[config.mk]
export PLATFORM = sky130hd
export DESIGN_NAME = lpht_ctrl
export DESIGN_NICKNAME = d
export VERILOG_FILES = /design/src/rtl/lpht_pkg.sv /design/src/rtl/lpht_ctrl.sv
export SDC_FILE = /design/constraint.sdc
export NUM_CORES = 1
export LEC_CHECK = 0
export BUFFER_PORTS_ARGS = -buffer_cell sky130_fd_sc_hd__buf_4
export CELL_PAD_IN_SITES_DETAIL_PLACEMENT = 0
export CELL_PAD_IN_SITES_GLOBAL_PLACEMENT = 1
export CORE_MARGIN = 2
export CORE_UTILIZATION = 47
export CTS_CLUSTER_SIZE = 30
export DETAILED_ROUTE_END_ITERATION = 12
export PLACE_DENSITY = 0.82
export SLEW_MARGIN = 20
export SYNTH_ARGS = -nofsm -noshare
export SYNTH_HDL_FRONTEND = slang
export SYNTH_SLANG_ARGS = --single-unit
[constraint.sdc]
create_clock -name clk -period 7.4 [get_ports clk]
set_clock_uncertainty 0.15 [all_clocks]
set_input_delay 0.37 -clock clk [delete_from_list [all_inputs] [get_ports clk]]
set_output_delay 0.37 -clock clk [all_outputs]
set_load 0.03 [all_outputs]
[src/rtl/lpht_pkg.sv]
// Package for the linear-probe hash table: sizes, codes and shared types.
// No dependencies; imported by lpht_ctrl, the top level, lpht_checker and the testbench.
`timescale 1ns / 1ps

package lpht_pkg;

    localparam int TABLE_DEPTH = 256;
    localparam int ADDR_BITS   = $clog2(TABLE_DEPTH);
    localparam int CNT_BITS    = ADDR_BITS + 1;
    localparam int KEY_BITS    = 32;
    localparam int VALUE_BITS  = 32;
    localparam int DATA_BITS   = 32;
    localparam int STORE_BITS  = (VALUE_BITS < DATA_BITS) ? VALUE_BITS : DATA_BITS;

    localparam logic [15:0] HOME_SALT = 16'hF93A;

    localparam int IN_TDATA_BITS  = 72;
    localparam int OUT_TDATA_BITS = 40;

    localparam logic [1:0] OP_GET  = 2'd0;
    localparam logic [1:0] OP_SET  = 2'd1;
    localparam logic [1:0] OP_BIND = 2'd2;

    localparam logic [2:0] ST_FOUND     = 3'd0;
    localparam logic [2:0] ST_NOT_FOUND = 3'd1;
    localparam logic [2:0] ST_INSERTED  = 3'd2;
    localparam logic [2:0] ST_FULL      = 3'd3;
    localparam logic [2:0] ST_INVALID   = 3'd4;

    typedef struct packed {
        logic [ADDR_BITS-1:0]  rd_addr;
        logic                  key_we;
        logic                  val_we;
        logic [ADDR_BITS-1:0]  wr_addr;
        logic [KEY_BITS-1:0]   wr_key;
        logic [STORE_BITS-1:0] wr_val;
    } mem_req_t;

    function automatic logic [ADDR_BITS-1:0] home_slot(input logic [KEY_BITS-1:0] key);
        logic [KEY_BITS-1:0] mixed;
        mixed = key ^ KEY_BITS'(HOME_SALT);
        return mixed[ADDR_BITS-1:0];
    endfunction

endpackage

[src/rtl/lpht_ctrl.sv]
// Probe sequencer: walks slots from the home slot, compares, writes back.
// Holds slot valid bits, entry count and the result register. Uses lpht_pkg.
`timescale 1ns / 1ps

module lpht_ctrl (
    input  logic                           clk,
    input  logic                           rst_n,
    input  logic                           req_valid,
    output logic                           req_ready,
    input  logic [1:0]                     req_opcode,
    input  logic [lpht_pkg::KEY_BITS-1:0]  req_key,
    input  logic [lpht_pkg::DATA_BITS-1:0] req_value,
    output logic                           rsp_valid,
    input  logic                           rsp_ready,
    output logic [2:0]                     rsp_status,
    output logic [lpht_pkg::DATA_BITS-1:0] rsp_value,
    output lpht_pkg::mem_req_t             mem_req,
    input  logic [lpht_pkg::KEY_BITS-1:0]  key_q,
    input  logic [lpht_pkg::STORE_BITS-1:0] val_q
);

    import lpht_pkg::*;

    localparam logic [1:0] S_IDLE  = 2'd0;
    localparam logic [1:0] S_PROBE = 2'd1;
    localparam logic [1:0] S_DONE  = 2'd2;

    logic [1:0]             state_reg, state_next;
    logic [1:0]             op_reg;
    logic [KEY_BITS-1:0]    key_reg;
    logic [STORE_BITS-1:0]  val_reg;
    logic [ADDR_BITS-1:0]   addr_reg, addr_next;
    logic [TABLE_DEPTH-1:0] valid_reg, valid_next;
    logic [CNT_BITS-1:0]    count_reg, count_next;
    logic [2:0]             res_status_reg, res_status_next;
    logic [DATA_BITS-1:0]   res_value_reg, res_value_next;
    logic                   out_valid_reg, out_valid_next;
    logic [2:0]             out_status_reg;
    logic [DATA_BITS-1:0]   out_value_reg;

    logic                   accept;
    logic                   bad_req;
    logic [KEY_BITS-1:0]    slot_key;
    logic                   slot_empty;
    logic                   slot_hit;
    logic                   load_out;

    assign req_ready  = (state_reg == S_IDLE);
    assign accept     = req_valid && req_ready;
    assign bad_req    = (req_key == '0) || (req_opcode != OP_GET && req_opcode != OP_SET
                        && req_opcode != OP_BIND);
    assign slot_key   = valid_reg[addr_reg] ? key_q : '0;
    assign slot_empty = (slot_key == '0);
    assign slot_hit   = (slot_key == key_reg);
    assign load_out   = (state_reg == S_DONE) && (!out_valid_reg || rsp_ready);

    always_comb
    begin
        state_next      = state_reg;
        addr_next       = addr_reg;
        valid_next      = valid_reg;
        count_next      = count_reg;
        res_status_next = res_status_reg;
        res_value_next  = res_value_reg;
        mem_req.rd_addr = addr_reg + 1'b1;
        mem_req.key_we  = 1'b0;
        mem_req.val_we  = 1'b0;
        mem_req.wr_addr = addr_reg;
        mem_req.wr_key  = key_reg;
        mem_req.wr_val  = val_reg;

        unique case (state_reg)
            S_IDLE:
            begin
                mem_req.rd_addr = home_slot(req_key);
                if (accept)
                begin
                    addr_next      = home_slot(req_key);
                    res_value_next = '0;
                    if (bad_req)
                    begin
                        res_status_next = ST_INVALID;
                        state_next      = S_DONE;
                    end
                    else
                    begin
                        state_next = S_PROBE;
                    end
                end
            end
            S_PROBE:
            begin
                if (slot_empty)
                begin
                    state_next = S_DONE;
                    if (op_reg != OP_BIND)
                    begin
                        res_status_next = ST_NOT_FOUND;
                    end
                    else if (count_reg == CNT_BITS'(TABLE_DEPTH - 1))
                    begin
                        res_status_next = ST_FULL;
                    end
                    else
                    begin
                        mem_req.key_we       = 1'b1;
                        mem_req.val_we       = 1'b1;
                        valid_next[addr_reg] = 1'b1;
                        count_next           = count_reg + 1'b1;
                        res_status_next      = ST_INSERTED;
                    end
                end
                else if (slot_hit)
                begin
                    state_next      = S_DONE;
                    res_status_next = ST_FOUND;
                    if (op_reg == OP_GET)
                    begin
                        res_value_next = DATA_BITS'(val_q);
                    end
                    else
                    begin
                        mem_req.val_we = 1'b1;
                    end
                end
                else
                begin
                    addr_next = addr_reg + 1'b1;
                end
            end
            S_DONE:
            begin
                if (load_out)
                begin
                    state_next = S_IDLE;
                end
            end
            default:
            begin
                state_next = S_IDLE;
            end
        endcase
    end

    assign out_valid_next = load_out || (out_valid_reg && !rsp_ready);

    always_ff @(posedge clk or negedge rst_n)
    begin
        if (!rst_n)
        begin
            state_reg     <= S_IDLE;
            valid_reg     <= '0;
            count_reg     <= '0;
            out_valid_reg <= 1'b0;
        end
        else
        begin
            state_reg     <= state_next;
            valid_reg     <= valid_next;
            count_reg     <= count_next;
            out_valid_reg <= out_valid_next;
        end
    end

    always_ff @(posedge clk)
    begin
        if (accept)
        begin
            op_reg  <= req_opcode;
            key_reg <= req_key;
            val_reg <= req_value[STORE_BITS-1:0];
        end
        addr_reg       <= addr_next;
        res_status_reg <= res_status_next;
        res_value_reg  <= res_value_next;
        if (load_out)
        begin
            out_status_reg <= res_status_reg;
            out_value_reg  <= res_value_reg;
        end
    end

    assign rsp_valid  = out_valid_reg;
    assign rsp_status = out_status_reg;
    assign rsp_value  = out_value_reg;

endmodule

# Word-level counts from Yosys, hierarchy flattened
# Cells that the tools add are included.
# W data, S select, Z words.
# totals
register_bits	412
latch_bits	0
n_memories	0
rom_bits	0
wordCells	92
mem_bits_rw	0
out_inout_bits	119
# op_classes
n_mul	0
muxes	35
addsub	2
n_eq_ne	15
n_shift	0
magnitude_cmp	2
n_reduce_logical	22
bitwise	4
div_mod_pow	0
# op_table
operator	n
$or A256 B256 Y256	1
$mux W32	5
$logic_not A32 Y1	2
$pmux W32 S2	1
$eq A32 B32 Y1	1
$mux W8	4
$mux W2	9
$pmux W8 S2	1
$ne A2 B2 Y1 const B	7
$mux W3	4
$reduce_and A4 Y1	3
$add A9 B1 Y9 const B	1
$eq A9 B8 Y1 const B	1
$lt A8 B9 Y1 const B	1
$add A8 B1 Y8 const B	1
$bmux W1 S8	1
$demux W1 S8	1
$ge A8 B1 Y1 const B	1
$mux W1	7
$logic_and A1 B1 Y1	6
$ne A2 B1 Y1 const B	3
$pmux W2 S3	1
$pmux W3 S2	1
$reduce_and A5 Y1	1
10 further kinds	16

# Longest topological paths before layout
# depth
depth_word	7
mapped_depth	17

# Least setup slack after synthesis
# No wires, ideal clock.
# synth_path
path_type	register to register
from	register addr_reg[0]
to	register res_value_reg[0], enable pin
setup_time_ns	0.437
slack_ns	1.939
synth_period_minus_slack_ns	5.461
arrival_time_ns	4.874
n_path_buf	4
stages_incl_launch_ff	16
cell_sequence	edfxtp_1 -> buf_6 -> buf_6 -> buf_6 -> buf_6 -> mux2i_1 -> a22oi_1 -> nand3_1 -> o21ai_0 -> o21ai_0 -> nand4b_4 -> a2111oi_4 -> a31oi_1 -> a221oi_2 -> nand3_1 -> a2bb2oi_1
# synth_via
elab_chain_len	6
# synth_lines
element	line	text
from (decl)	lpht_ctrl.sv:32	logic [ADDR_BITS-1:0] addr_reg, addr_next;
from (signal assigned)	lpht_ctrl.sv:173	addr_reg <= addr_next;
$bmux W1 S8 *	lpht_ctrl.sv:52	assign slot_key = valid_reg[addr_reg] ? key_q : '0;
$mux W1 (implied by the code) *	lpht_ctrl.sv:52	
$mux W32 *	lpht_ctrl.sv:52	
$eq A32 B32 Y1 or $logic_not A32 Y1 (tied branches)	lpht_ctrl.sv:54, lpht_ctrl.sv:53	
$ne A2 B2 Y1 (no source line)	n/a	
$reduce_and A5 Y1 (no source line) *	n/a	
to (signal assigned)	lpht_ctrl.sv:175	res_value_reg <= res_value_next;
to (decl)	lpht_ctrl.sv:36	logic [DATA_BITS-1:0] res_value_reg, res_value_next;
# Every way passes the cells marked *; elsewhere a longest branch is shown, timed or not. The select of a mux whose other input is x is not followed.
# A chain may end at the register's enable or synchronous reset.

==> summary.txt <==
Placement
  – DP Area: 0.0196 sq mm
  – Post-DP HPWL: 31.6 mm
  – Setup slack at placement: 1.87 ns
  – Placer Congestion: 0.915
  – IO Port Bufs: 252

Die
  – Core Rows: 70
  – Core ar.: 0.0365 sq mm
  – Die Height: 196 um
  – Initial Util: 0.477
  – I/O pin count: 253
  – DIE AREA: between 0.03 and 0.04 sq mm
  – Die Wd: ~200 um

Timing
  – Final Critical Period: 6.23 ns
  – Actual slew at the worst max-slew pin: roughly 1.2 ns
  – Endpoints failing hold: 0
  – RSZ-0062 raised after global routing: no
  – Final Max Tran Viols: 0
  – Max_slew headroom: 0.225
  – Crit share post-route: 0.842
  – Setup_tns: 0 ns
  – Final setup vio count: 0
  – Peak Freq: 0.161 GHz
  – Final setup margin: between 1 and 1.5 ns

Synthesis
  – Area contributors post-synth: dfrtp_1 (39%), edfxtp_1 (25%), o21bai_1 (10%)
  – Post-Synthesis Cells: 1,280
  – Yosys synthesis warning count: 0
  – Primary FF master, synth: dfrtp_1
  – #FFs+latches synth: about 400
  – Avg Cell Area, Syn: approximately 14 sq um
  – Yosys top cell area share: 0.385
  – Seq/Total Area, Yosys: 0.633
  – Synth Net Count: 1,420
  – Ys async rst share: 0.650
  – EDFF count, synth: between 100 and 150
  – Area leader, netlist: dfrtp_1
  – Cell variety after synth: 63
  – Mapped cell area: 0.0174 sq mm

Hold path
  – Hold Path Stages: 5
  – Hold Path Class: in -> reg

Routing
  – Post-route ant nets: 0
  – DRC: 0
  – Vias: 12,200
  – Total routed wirelength: between 50 and 60 mm
  – DR pass1 iterations: 5
  – 1st-iter DRT viols: ~1,100
  – Routed WL per cell: 23.8 um
  – Vias per cell: 5.79

Worst setup path
  – Arrival @ worst endpoint: 5.71 ns
  – Crit end category: output port
  – Crit-path max FO: 22
  – Req. time, crit path: between 6 and 7 ns
  – Critical path class: reg -> out
  – R2R depth: 11
  – CP Launch Type: flop

Finish
  – Finished Cell Area: 0.0221 sq mm
  – Most frequent cells in the layout: dfrtp_1 (268), buf_4 (261), o21bai_1 (243), edfxtp_1 (144), dlygate4sd3_1 (100)
  – # diodes: 0
  – Max reg flops: 256
  – Final nets: 1,751
  – Synth-to-layout area growth: 26.7%
  – # fillers: 2,807
  – Commonest non-fill, non-tap cell in the layout: dfrtp_1
  – Fraction of layout cells with a size suffix above 1: 0.241

Pwr
  – Max VDD drop: 0.306 mV
  – Leakage: 9.55 nW
  – Pwr Density: roughly 360 mW/mm^2
  – Total Power: 7.84 mW

Global route
  – Vias in the first global route: 12,600
  – Remaining Overflow, GRT: 0
  – GRT Util Overall: 0.261
  – Initial antenna violation count: 0
  – First-pass GRT wire length: 76.1 mm
  – Largest net degree at the start of global routing: 165

Clocking
  – TritonCTS Buffers: 44
  – Clock Sinks: 412
  – H-tree levels: 2
  – Clk_lat worst skew: 0.56 ns
  – Root Buffer: clkbuf_16
  – Worst-path clk slew: 0.06 ns
  – Post-cts hold buffer count: 100
  – CTS tree: yes
  – CTS resizes: 0
  – Clk buf depth: 3
  – Post-CTS setup buffer count: 0

Flow run
  – Max-cap check violation count: 0

Run status
  – Status: complete, no violations
==> cells by family after synthesis <==
logic type      Yosys count  share of synthesized area
xor+xnor                 29                     0.0146
fa+ha+maj                 6                    0.00431
flops                   412                      0.633
buf+inv                 104                     0.0292
mux                     118                     0.0859
simple gates            236                     0.0721
compound gates          375                      0.160
==> per-layer routing <==
metal	part of all wire	vias to the layer above	GRT usage
li1	-	5405	-
met1	0.42	6233	0.363
met2	0.48	497	0.410
met3	0.069	101	0.0488
met4	0.030	0	0.0965
met5	0	-	0
==> layout make-up <==
cell class / count / area [sq um] / share of cell area
Inverter: 25 / 93.8 / 0.00425
Clock inverter: 14 / 129 / 0.00584
Multi-Input combinational cell: 764 / 5890 / 0.267
Sequential cell: 412 / 11000 / 0.500
Tap cell: 468 / 586 / 0.0265
Clock buffer: 66 / 1330 / 0.0601
Timing Repair Buffer: 364 / 3020 / 0.137
==> final timing paths <==
| path | from | endpoint | slack [ns] |
|---|---|---|---|
| max in group asynchronous | rst_n | valid_reg[196]$_DFFE_PN0P_ | 5.47 |
| worst max-delay path | addr_reg[3]$_DFFE_PP_ | mem_req[72] | 1.17 |
| min in group asynchronous | rst_n | valid_reg[56]$_DFFE_PN0P_ | 0.27 |
| worst min register to register | res_value_reg[31]$_SDFFCE_PN0P_ | rsp_value[31]$_DFFE_PP_ | 0.27 |
| worst min-delay path | req_valid | state_reg[0]$_DFFE_PN0P_ | 0.12 |
| worst max register to register | addr_reg[3]$_DFFE_PP_ | valid_reg[214]$_DFFE_PN0P_ | 1.78 |
==> cell usage after synthesis, types with 2 or more instances <==
master     count
buf_4          7
a21oi_1       17
nand2_1       70
nand2b_1       6
nand4_1       11
a31o_2        16
dfrtp_1      268
nor2b_1        8
buf_6          9
o22ai_1        7
ha_1           6
mux2i_1       91
or4_1          2
o2bb2ai_1      2
edfxtp_1     144
xor2_1        12
nor3b_1        2
inv_1         25
nor2_1        40
xnor2_1       17
nand3_2        3
nor4_1        21
a31oi_1        4
o21ai_0       20
and3_1         2
nand4b_1       2
a22oi_1       41
nand3b_1       3
a2111oi_0      2
buf_2         20
nor3b_2        2
o21bai_1     243
mux4_2        25
or2_2          2
clkbuf_1      42
a221oi_1       3
and2_1        35
nand3_1       19
o211ai_1       6
mux2_2         2
==> stage by stage <==
step | cells | hold slack, ns | utilization
after floorplan | 1280 | -0.0756 | -
after global placement | 1933 | 0.251 | 0.537
after detailed placement | 1933 | 0.255 | 0.537
after CTS | 2113 | 0.0922 | 0.604
after global routing | 2113 | 0.197 | 0.604
final | 2113 | 0.116 | 0.604
==> worst max-delay path: stages (launching register included) <==
cell and delay (ns):
edfxtp_1 1.11, and2_1 0.80, a22oi_1 0.20, nand2_1 0.11, o22ai_1 0.08, o21ai_0 0.71, nand4b_4 0.37, a2111oi_4 0.43
a31oi_1 0.09, a221oi_2 0.40, nand2_1 0.13, o41ai_2 0.44, buf_4 0.24
==> report_power, final <==
group	total, mW	switching, mW	internal (mW)	leakage [nW]
clock	2.21	0.898	1.31	0.721
sequential	3.12	0.276	2.84	5.09
combinational	2.52	1.64	0.874	3.74
No activity file was read; power rests on OpenSTA's default activity.
